===== src/hw/rtl/assert_macros.svh =====
// ----------------------------------------------------------------------------
// assert_macros.svh
// shared concurrent assertion macros for the rtl
// ----------------------------------------------------------------------------
`ifndef ASSERT_MACROS_SVH
`define ASSERT_MACROS_SVH

// checked on every edge outside reset
`define ASSERT_CLK(name, prop, msg) \
	name: assert property (@(posedge clk) disable iff (!arst_n) (prop)) \
		else $error(msg);

// checked on every edge, reset included
`define ASSERT_CLK_ALWAYS(name, prop, msg) \
	name: assert property (@(posedge clk) (prop)) \
		else $error(msg);

`endif


===== src/hw/rtl/omt_pkg.sv =====
// ----------------------------------------------------------------------------
// omt_pkg
// widths, codes and state types of the ordered member table
// ----------------------------------------------------------------------------
package omt_pkg;

	localparam int OMT_DEPTH = 16;

	localparam int KIND_W    = 3;
	localparam int ID_W      = 31;
	localparam int NAME_W    = 64;
	localparam int IDX_W     = 4;
	localparam int STAT_W    = 2;
	localparam int CNT_W     = 5;
	localparam int ENTRY_W   = ID_W + NAME_W;
	localparam int S_TDATA_W = 104;
	localparam int M_TDATA_W = 104;

	typedef enum logic [KIND_W-1:0] {
		KIND_APPEND      = 3'd0,
		KIND_INSERT_HEAD = 3'd1,
		KIND_DELETE_ID   = 3'd2,
		KIND_REMOVE_TAIL = 3'd3,
		KIND_REMOVE_HEAD = 3'd4,
		KIND_READ_INDEX  = 3'd5
	} kind_t;

	typedef enum logic [STAT_W-1:0] {
		STAT_OK    = 2'd0,
		STAT_FULL  = 2'd1,
		STAT_EMPTY = 2'd2,
		STAT_MISS  = 2'd3
	} status_t;

	typedef enum logic [2:0] {
		ST_IDLE,
		ST_SHIFT,
		ST_SCAN,
		ST_CAPTURE,
		ST_FINISH
	} state_t;

endpackage


===== src/hw/rtl/ordered_member_table_core.sv =====
// ----------------------------------------------------------------------------
// ordered_member_table_core
// ordered table of up to DEPTH entries with index reads, head/tail edits and keyed delete
// ----------------------------------------------------------------------------
// One word is taken at a time and gives one result word. Entries live in a
// single entry memory with one write and one registered read per cycle, and
// every edit that moves entries sweeps through it one position a cycle.
// An append, an insert into an empty table or any refused operation goes
// straight to the result; a read by index or a tail removal first reads
// the entry; a head insert into a table that is not empty moves each entry
// up from the tail, then writes position 0; a keyed delete or a head removal
// scans from position 0. The next word is taken in the cycle after
// the result enters the output register. No clearing is needed after reset:
// the table simply starts empty.
// ----------------------------------------------------------------------------
module ordered_member_table_core
	import omt_pkg::*;
#(
	parameter int DEPTH = OMT_DEPTH
) (
	input  logic                 clk,
	input  logic                 arst_n,
	input  logic                 s_tvalid,
	output logic                 s_tready,
	input  logic [S_TDATA_W-1:0] s_tdata,  // member_id, name_word, read_index
	input  logic [KIND_W-1:0]    s_tuser,  // kind
	output logic                 m_tvalid,
	input  logic                 m_tready,
	output logic [M_TDATA_W-1:0] m_tdata,  // member_count, entry_id, entry_name
	output logic [STAT_W-1:0]    m_tuser   // status
);

	localparam int AW    = (DEPTH > 1) ? $clog2(DEPTH) : 1;
	localparam int CW    = $clog2(DEPTH + 1);
	localparam int CMP_W = (CW > IDX_W) ? CW : IDX_W;

	// input word fields
	kind_t              in_kind;
	logic [ID_W-1:0]    in_id;
	logic [NAME_W-1:0]  in_name;
	logic [IDX_W-1:0]   in_idx;

	assign in_kind = kind_t'(s_tuser);
	assign in_id   = s_tdata[ID_W-1:0];
	assign in_name = s_tdata[ID_W +: NAME_W];
	assign in_idx  = s_tdata[ID_W + NAME_W +: IDX_W];

	// control state
	state_t             state_q, state_d;
	logic [CW-1:0]      count_q;
	logic [AW-1:0]      ptr_q;
	logic               issuing_q;
	logic               found_q;
	logic               rd_vld_s1;
	logic [AW-1:0]      rd_pos_s1;
	logic [ENTRY_W-1:0] rd_data_s1;
	logic               m_tvalid_q;

	// item payload and result
	kind_t              kind_q;
	logic [ID_W-1:0]    key_q;
	logic [NAME_W-1:0]  word_q;
	status_t            res_status_q;
	logic [ID_W-1:0]    res_id_q;
	logic [NAME_W-1:0]  res_name_q;
	logic [M_TDATA_W-1:0] out_data_q;
	logic [STAT_W-1:0]  out_user_q;

	// entry memory
	logic [ENTRY_W-1:0] mem [DEPTH];
	logic               mem_we;
	logic [AW-1:0]      mem_wa;
	logic [ENTRY_W-1:0] mem_wd;
	logic               mem_re;
	logic [AW-1:0]      mem_ra;

	logic               accept;
	logic               full;
	logic               empty;
	logic               idx_out;
	status_t            accept_status;
	state_t             accept_state;
	logic               hit;
	logic               sweep_done;
	logic               out_load;
	logic               cnt_inc;
	logic               cnt_dec;

	assign full    = (count_q == CW'(DEPTH));
	assign empty   = (count_q == '0);
	assign idx_out = (CMP_W'(in_idx) >= CMP_W'(count_q));
	assign accept  = s_tvalid && s_tready;

	assign hit = rd_vld_s1 && !found_q &&
		((kind_q == KIND_REMOVE_HEAD) ? (rd_pos_s1 == '0)
		                              : (rd_data_s1[ID_W-1:0] == key_q));

	assign sweep_done = !issuing_q && !rd_vld_s1;

	// next state, memory control and handshake
	always_comb begin
		state_d       = state_q;
		s_tready      = (state_q == ST_IDLE);
		mem_we        = 1'b0;
		mem_wa        = '0;
		mem_wd        = rd_data_s1;
		mem_re        = 1'b0;
		mem_ra        = '0;
		out_load      = 1'b0;
		cnt_inc       = 1'b0;
		cnt_dec       = 1'b0;
		accept_status = STAT_OK;
		accept_state  = ST_FINISH;

		case (in_kind)
			KIND_APPEND: begin
				if (full) begin
					accept_status = STAT_FULL;
				end
			end
			KIND_INSERT_HEAD: begin
				if (full) begin
					accept_status = STAT_FULL;
				end else if (!empty) begin
					accept_state = ST_SHIFT;
				end
			end
			KIND_DELETE_ID, KIND_REMOVE_HEAD: begin
				if (empty) begin
					accept_status = STAT_EMPTY;
				end else begin
					accept_state = ST_SCAN;
				end
			end
			KIND_REMOVE_TAIL: begin
				if (empty) begin
					accept_status = STAT_EMPTY;
				end else begin
					accept_state = ST_CAPTURE;
				end
			end
			KIND_READ_INDEX: begin
				if (empty) begin
					accept_status = STAT_EMPTY;
				end else if (idx_out) begin
					accept_status = STAT_MISS;
				end else begin
					accept_state = ST_CAPTURE;
				end
			end
			default: begin
				accept_status = STAT_OK;
			end
		endcase

		case (state_q)
			ST_IDLE: begin
				if (s_tvalid) begin
					state_d = accept_state;
					if (accept_status == STAT_OK) begin
						case (in_kind)
							KIND_APPEND: begin
								mem_we  = 1'b1;
								mem_wa  = AW'(count_q);
								mem_wd  = {in_name, in_id};
								cnt_inc = 1'b1;
							end
							KIND_INSERT_HEAD: begin
								if (empty) begin
									mem_we  = 1'b1;
									mem_wa  = '0;
									mem_wd  = {in_name, in_id};
									cnt_inc = 1'b1;
								end
							end
							KIND_REMOVE_TAIL: begin
								mem_re = 1'b1;
								mem_ra = AW'(count_q - CW'(1));
							end
							KIND_READ_INDEX: begin
								mem_re = 1'b1;
								mem_ra = AW'(in_idx);
							end
							default: begin
								mem_re = 1'b0;
							end
						endcase
					end
				end
			end
			ST_SHIFT: begin
				if (issuing_q) begin
					mem_re = 1'b1;
					mem_ra = ptr_q;
				end
				if (rd_vld_s1) begin
					mem_we = 1'b1;
					mem_wa = rd_pos_s1 + AW'(1);
				end
				if (sweep_done) begin
					mem_we  = 1'b1;
					mem_wa  = '0;
					mem_wd  = {word_q, key_q};
					cnt_inc = 1'b1;
					state_d = ST_FINISH;
				end
			end
			ST_SCAN: begin
				if (issuing_q) begin
					mem_re = 1'b1;
					mem_ra = ptr_q;
				end
				if (rd_vld_s1 && found_q) begin
					mem_we = 1'b1;
					mem_wa = rd_pos_s1 - AW'(1);
				end
				if (sweep_done) begin
					cnt_dec = found_q;
					state_d = ST_FINISH;
				end
			end
			ST_CAPTURE: begin
				cnt_dec = (kind_q == KIND_REMOVE_TAIL);
				state_d = ST_FINISH;
			end
			ST_FINISH: begin
				if (!m_tvalid_q || m_tready) begin
					out_load = 1'b1;
					state_d  = ST_IDLE;
				end
			end
			default: begin
				state_d = ST_IDLE;
			end
		endcase
	end

	// state register
	always_ff @(posedge clk or negedge arst_n) begin
		if (!arst_n) begin
			state_q <= ST_IDLE;
		end else begin
			state_q <= state_d;
		end
	end

	// control registers
	always_ff @(posedge clk or negedge arst_n) begin
		if (!arst_n) begin
			count_q    <= '0;
			ptr_q      <= '0;
			issuing_q  <= 1'b0;
			found_q    <= 1'b0;
			rd_vld_s1  <= 1'b0;
			m_tvalid_q <= 1'b0;
		end else begin
			rd_vld_s1 <= mem_re;
			if (cnt_inc) begin
				count_q <= count_q + CW'(1);
			end else if (cnt_dec) begin
				count_q <= count_q - CW'(1);
			end
			if (accept) begin
				found_q   <= 1'b0;
				issuing_q <= (accept_state == ST_SHIFT) || (accept_state == ST_SCAN);
				if (accept_state == ST_SHIFT) begin
					ptr_q <= AW'(count_q - CW'(1));
				end else begin
					ptr_q <= '0;
				end
			end else if (state_q == ST_SHIFT && issuing_q) begin
				if (ptr_q == '0) begin
					issuing_q <= 1'b0;
				end else begin
					ptr_q <= ptr_q - AW'(1);
				end
			end else if (state_q == ST_SCAN) begin
				if (hit) begin
					found_q <= 1'b1;
				end
				if (issuing_q) begin
					if (CW'(ptr_q) == count_q - CW'(1)) begin
						issuing_q <= 1'b0;
					end else begin
						ptr_q <= ptr_q + AW'(1);
					end
				end
			end
			if (out_load) begin
				m_tvalid_q <= 1'b1;
			end else if (m_tready) begin
				m_tvalid_q <= 1'b0;
			end
		end
	end

	// item and result payload
	always_ff @(posedge clk) begin
		rd_pos_s1 <= mem_ra;
		if (accept) begin
			kind_q       <= in_kind;
			key_q        <= in_id;
			word_q       <= in_name;
			res_status_q <= accept_status;
			res_id_q     <= '0;
			res_name_q   <= '0;
		end
		if (state_q == ST_SCAN) begin
			if (hit) begin
				res_id_q   <= rd_data_s1[ID_W-1:0];
				res_name_q <= rd_data_s1[ID_W +: NAME_W];
			end
			if (sweep_done) begin
				res_status_q <= found_q ? STAT_OK : STAT_MISS;
			end
		end
		if (state_q == ST_CAPTURE) begin
			res_id_q   <= rd_data_s1[ID_W-1:0];
			res_name_q <= rd_data_s1[ID_W +: NAME_W];
		end
		if (out_load) begin
			out_user_q <= res_status_q;
			out_data_q <= M_TDATA_W'({res_name_q, res_id_q, CNT_W'(count_q)});
		end
	end

	// entry memory, registered read
	always_ff @(posedge clk) begin
		if (mem_we) begin
			mem[mem_wa] <= mem_wd;
		end
		if (mem_re) begin
			rd_data_s1 <= mem[mem_ra];
		end
	end

	assign m_tvalid = m_tvalid_q;
	assign m_tdata  = out_data_q;
	assign m_tuser  = out_user_q;

`include "assert_macros.svh"

	`ASSERT_CLK_ALWAYS(a_count_bound, count_q <= CW'(DEPTH), "entry count past depth")
	`ASSERT_CLK(a_full_status,
		(state_q == ST_FINISH && res_status_q == STAT_FULL) |-> full,
		"full status on a table that is not full")
	`ASSERT_CLK(a_read_in_range, rd_vld_s1 |-> (CW'(rd_pos_s1) < count_q),
		"read of an entry past the count")
	`ASSERT_CLK(a_no_rw_clash, (mem_we && mem_re) |-> (mem_wa != mem_ra),
		"read and write of one entry in one cycle")

endmodule

===== config.mk =====
export PLATFORM = sky130hd
export DESIGN_NAME = ordered_member_table_core
export DESIGN_NICKNAME = d
export VERILOG_FILES = /design/src/hw/rtl/omt_pkg.sv /design/src/hw/rtl/ordered_member_table_core.sv
export VERILOG_INCLUDE_DIRS = /design/src /design/src/hw/rtl
export SDC_FILE = /design/constraint.sdc
export NUM_CORES = 2
export LEC_CHECK = 0
export BUFFER_PORTS_ARGS = -buffer_cell sky130_fd_sc_hd__buf_2
export CORE_ASPECT_RATIO = 0.9
export CORE_MARGIN = 1
export CORE_UTILIZATION = 55
export DETAILED_ROUTE_END_ITERATION = 10
export PLACE_DENSITY = 0.72
export SYNTH_ARGS = -nofsm -noshare
export SYNTH_HDL_FRONTEND = slang
export SYNTH_SLANG_ARGS = --single-unit

===== constraint.sdc =====
create_clock -name clk -period 13.1 [get_ports clk]
set_input_delay 0.655 -clock clk [delete_from_list [all_inputs] [get_ports clk]]
set_output_delay 0.655 -clock clk [all_outputs]
set_load 0.02 [all_outputs]

==> flow_summary.json <==
{
  "insertion_delay_ps": 820,
  "initial_core_util_pct": 55.5,
  "cpPeakStageDelay_ps": 880,
  "num-nets-final": 5769,
  "routed_wl_mm": 222,
  "drive_gt1_share_pct": 11.5,
  "tightest_slew_ps": 1240,
  "grt_overflow": 0,
  "clockRootBuffer": "clkbuf_16",
  "ant_nets": 0,
  "setup_viol": 0,
  "grt_max_degree": 191,
  "synthAdderAreaFrac_pct": 0.213,
  "drc": 0,
  "holdWs_ps": 47.3,
  "path_depth": 9,
  "crit_slowest_cell": "or4b_4",
  "clock-skew-final_ps": 30.4,
  "synth.avg_cell_area_um2": 14.2,
  "async_flop_share_pct": 0.828,
  "yosys.area.top_type_share_pct": 68.1,
  "final_cell_mix": "1815 x edfxtp_1, 794 x nand2_1, 283 x a211oi_1",
  "cts_tree": "built",
  "grt_use_total_pct": 29.9,
  "netlist_area_um2": 80000,
  "synth_edf_count": 1815,
  "r2r_cells": 9,
  "start_kind": "flip-flop",
  "synth-simple-area-share_pct": 6.01,
  "numCtsBuffers": 186,
  "power_uw": 16100,
  "layout_commonest_cell": "edfxtp_1",
  "fp.dieW_um": 404,
  "port_buffers": 209,
  "grt_pass1_vias": 51100,
  "yosysWarningCount": 0,
  "io_pins": 219,
  "dpl.hpwl_mm": 109,
  "synthFlopType": "edfxtp_1",
  "p_per_area_nw_per_um2": 182,
  "synth_compound_area_share_pct": 18.5,
  "ys_ff_latch": 1932,
  "dpl_cell_area_um2": 82400,
  "cts_resized": 0,
  "antenna_found_initial": 7,
  "hold_viol_final": 0,
  "synthTopCellsByArea": "edfxtp_1 68%, nand2_1 3.7%, o211a_1 2.7%",
  "crit_chain": "or4b_4, clkinv_4, nand3_1, o21a_4, inv_8, buf_4, buf_4, a221oi_1, or4_1",
  "cp_max_fo": 140,
  "place_congestion": 0.804,
  "crit_family": "buffers and inverters",
  "hp-class": "in2reg",
  "die_area_um2": 147000,
  "wl_per_cell_um": 28.7,
  "status": "completed",
  "slew_violations": 0,
  "drt_iter0_drc": 7166,
  "grt_setup_unrepaired": "false",
  "cts.reportedPaths.clkPinSlew_ps": 60,
  "cts-htree-levels": 4,
  "path_buf_inv": 4,
  "synth_cell_type_count": 84,
  "die_y_um": 364,
  "finalCritPeriodShare_pct": 48.5,
  "final_util_pct": 61.6,
  "fillers": 10400,
  "required_ps": 13610,
  "finalSetupTns_ps": 0,
  "arrival_ps": 6870,
  "worstSetupPathType": "reg2reg",
  "end_kind": "flip-flop",
  "final_area_um2": 88800,
  "syn2layout_area_growth_pct": 11.0,
  "drv_cap": 0,
  "synth_top_family_by_area": "compound AO/OA/AOI/OAI gates",
  "core_area_um2": 144000,
  "leakagePower_uw": 0.0303,
  "synth-xor-area-share_pct": 0.493,
  "routed_via_density": 6.87,
  "yosysTopAreaCell": "edfxtp_1",
  "drtPass1Iterations": 8,
  "row_count": 132,
  "cts_setup_buffers": 0,
  "vias": 53200,
  "clk_path_buf_depth": 3,
  "clkSinkCount": 1932,
  "peakVddDrop_uv": 152,
  "cp_common_cell": "buf_4",
  "synth_mux_area_share_pct": 0.0751,
  "relSlewSlack_pct": 17.5,
  "synthCells": 5619,
  "min_path_cells": 1,
  "finalCriticalPeriod_ps": 6360,
  "ys_seq_area_share_pct": 71.2,
  "grt_pass1_wl_mm": 328,
  "clock.fmax_mhz": 157
}
-- layout make-up --
class	count	area (µm²)	area share, %
timing repair buffer	352	2370	2.67
clock inverter	82	734	0.827
clock buffer	264	5220	5.88
antenna	3	7.51	0.00845
multi-input combinational	2996	20500	23.0
tap	1943	2430	2.74
inverter	177	684	0.770
sequential	1932	56900	64.1
-- worst register-to-register path, cell delays in order (launching register included) --
cell      delay (ps)
dfrtp_1          510
or4b_4           880
clkinv_4         800
nand3_1          240
o21a_4           430
inv_8            750
buf_4            850
buf_4            790
a221oi_1         280
or4_1            520
-- state kept, by name, summed over array words and instances (netlist names), 3 cells and up --
signal / flops
res_name_q: 64
res_id_q: 31
m_tdata: 100
ptr_q: 4
count_q: 5
mem: 1520
rd_pos_s1: 4
state_q: 3
word_q: 64
kind_q: 3
key_q: 31
rd_data_s1: 95
-- Yosys cell counts, types with 4 or more instances --
library cell	number
o32ai_1	59
mux2i_1	6
a2bb2oi_1	64
dfrtp_1	16
inv_1	174
o21ai_0	169
clkbuf_1	371
a31oi_1	41
a22o_1	61
nor3_1	71
nand4_1	11
a211oi_1	283
or4_1	4
a32o_1	99
nand2b_1	8
a32oi_1	155
buf_2	83
o21a_1	6
xor2_1	5
a211o_1	92
edfxtp_1	1815
nand2_1	796
o41ai_2	51
ha_1	12
a222oi_1	95
o41ai_1	9
dfxtp_1	101
nor4_1	4
buf_4	12
and3_1	119
xnor2_1	40
o211a_1	216
buf_1	37
a221oi_1	6
nand3_1	38
buf_6	14
a21oi_1	206
o211ai_1	162
o31ai_1	4
a311oi_1	4
nor2b_1	6
nor2_1	35
-- repair_timing --
| action | CTS | global route |
|---|---|---|
| hold endpoints to repair | 62 | 0 |
| hold buffers | 47 | 0 |
| setup endpoints to repair | 0 | 0 |
-- stage by stage --
stage	instances	setup WS [ps]
after global placement	7353	6740
after CTS	7746	6790
after floorplan	5622	3860
final	7749	6740
after global routing	7747	6540
after detailed placement	7353	6680
-- path summary, 6_finish.rpt --
| kind | start | end | slack, ps |
|---|---|---|---|
| setup / recovery | state_q[1] | rd_data_s1[79] | 6740 |
| max in group asynchronous | arst_n | rd_vld_s1 | 12510 |
| hold / removal | s_tdata[74] | word_q[43] | 50 |
| min in group asynchronous | arst_n | m_tvalid | 300 |
| setup reg to reg | state_q[1] | rd_data_s1[79] | 6740 |
| hold reg to reg | res_id_q[6] | m_tdata[11] | 420 |
-- layer usage --
| layer | track usage [%] | part of all wire, % |
|---|---|---|
| met1 | 41.7 | 39 |
| met4 | 12.1 | 3.9 |
| met5 | 0 | 0.0058 |
| met2 | 46.4 | 46 |
| met3 | 5.67 | 12 |
-- cell families after synthesis --
kind of cell,count (synthesis)
compound gates,1815
xor+xnor,45
fa+ha+maj,13
buf+inv,694
flops,1932
mux,6
other cells,1
simple gates,1113
-- power breakdown --
group | switching (µW) | leakage, µW | internal (µW)
Sequential | 223 | 0.0175 | 7760
Combinational | 2130 | 0.00992 | 754
Clock | 2280 | 0.00291 | 2980
Power figures use the tool's default switching activity.
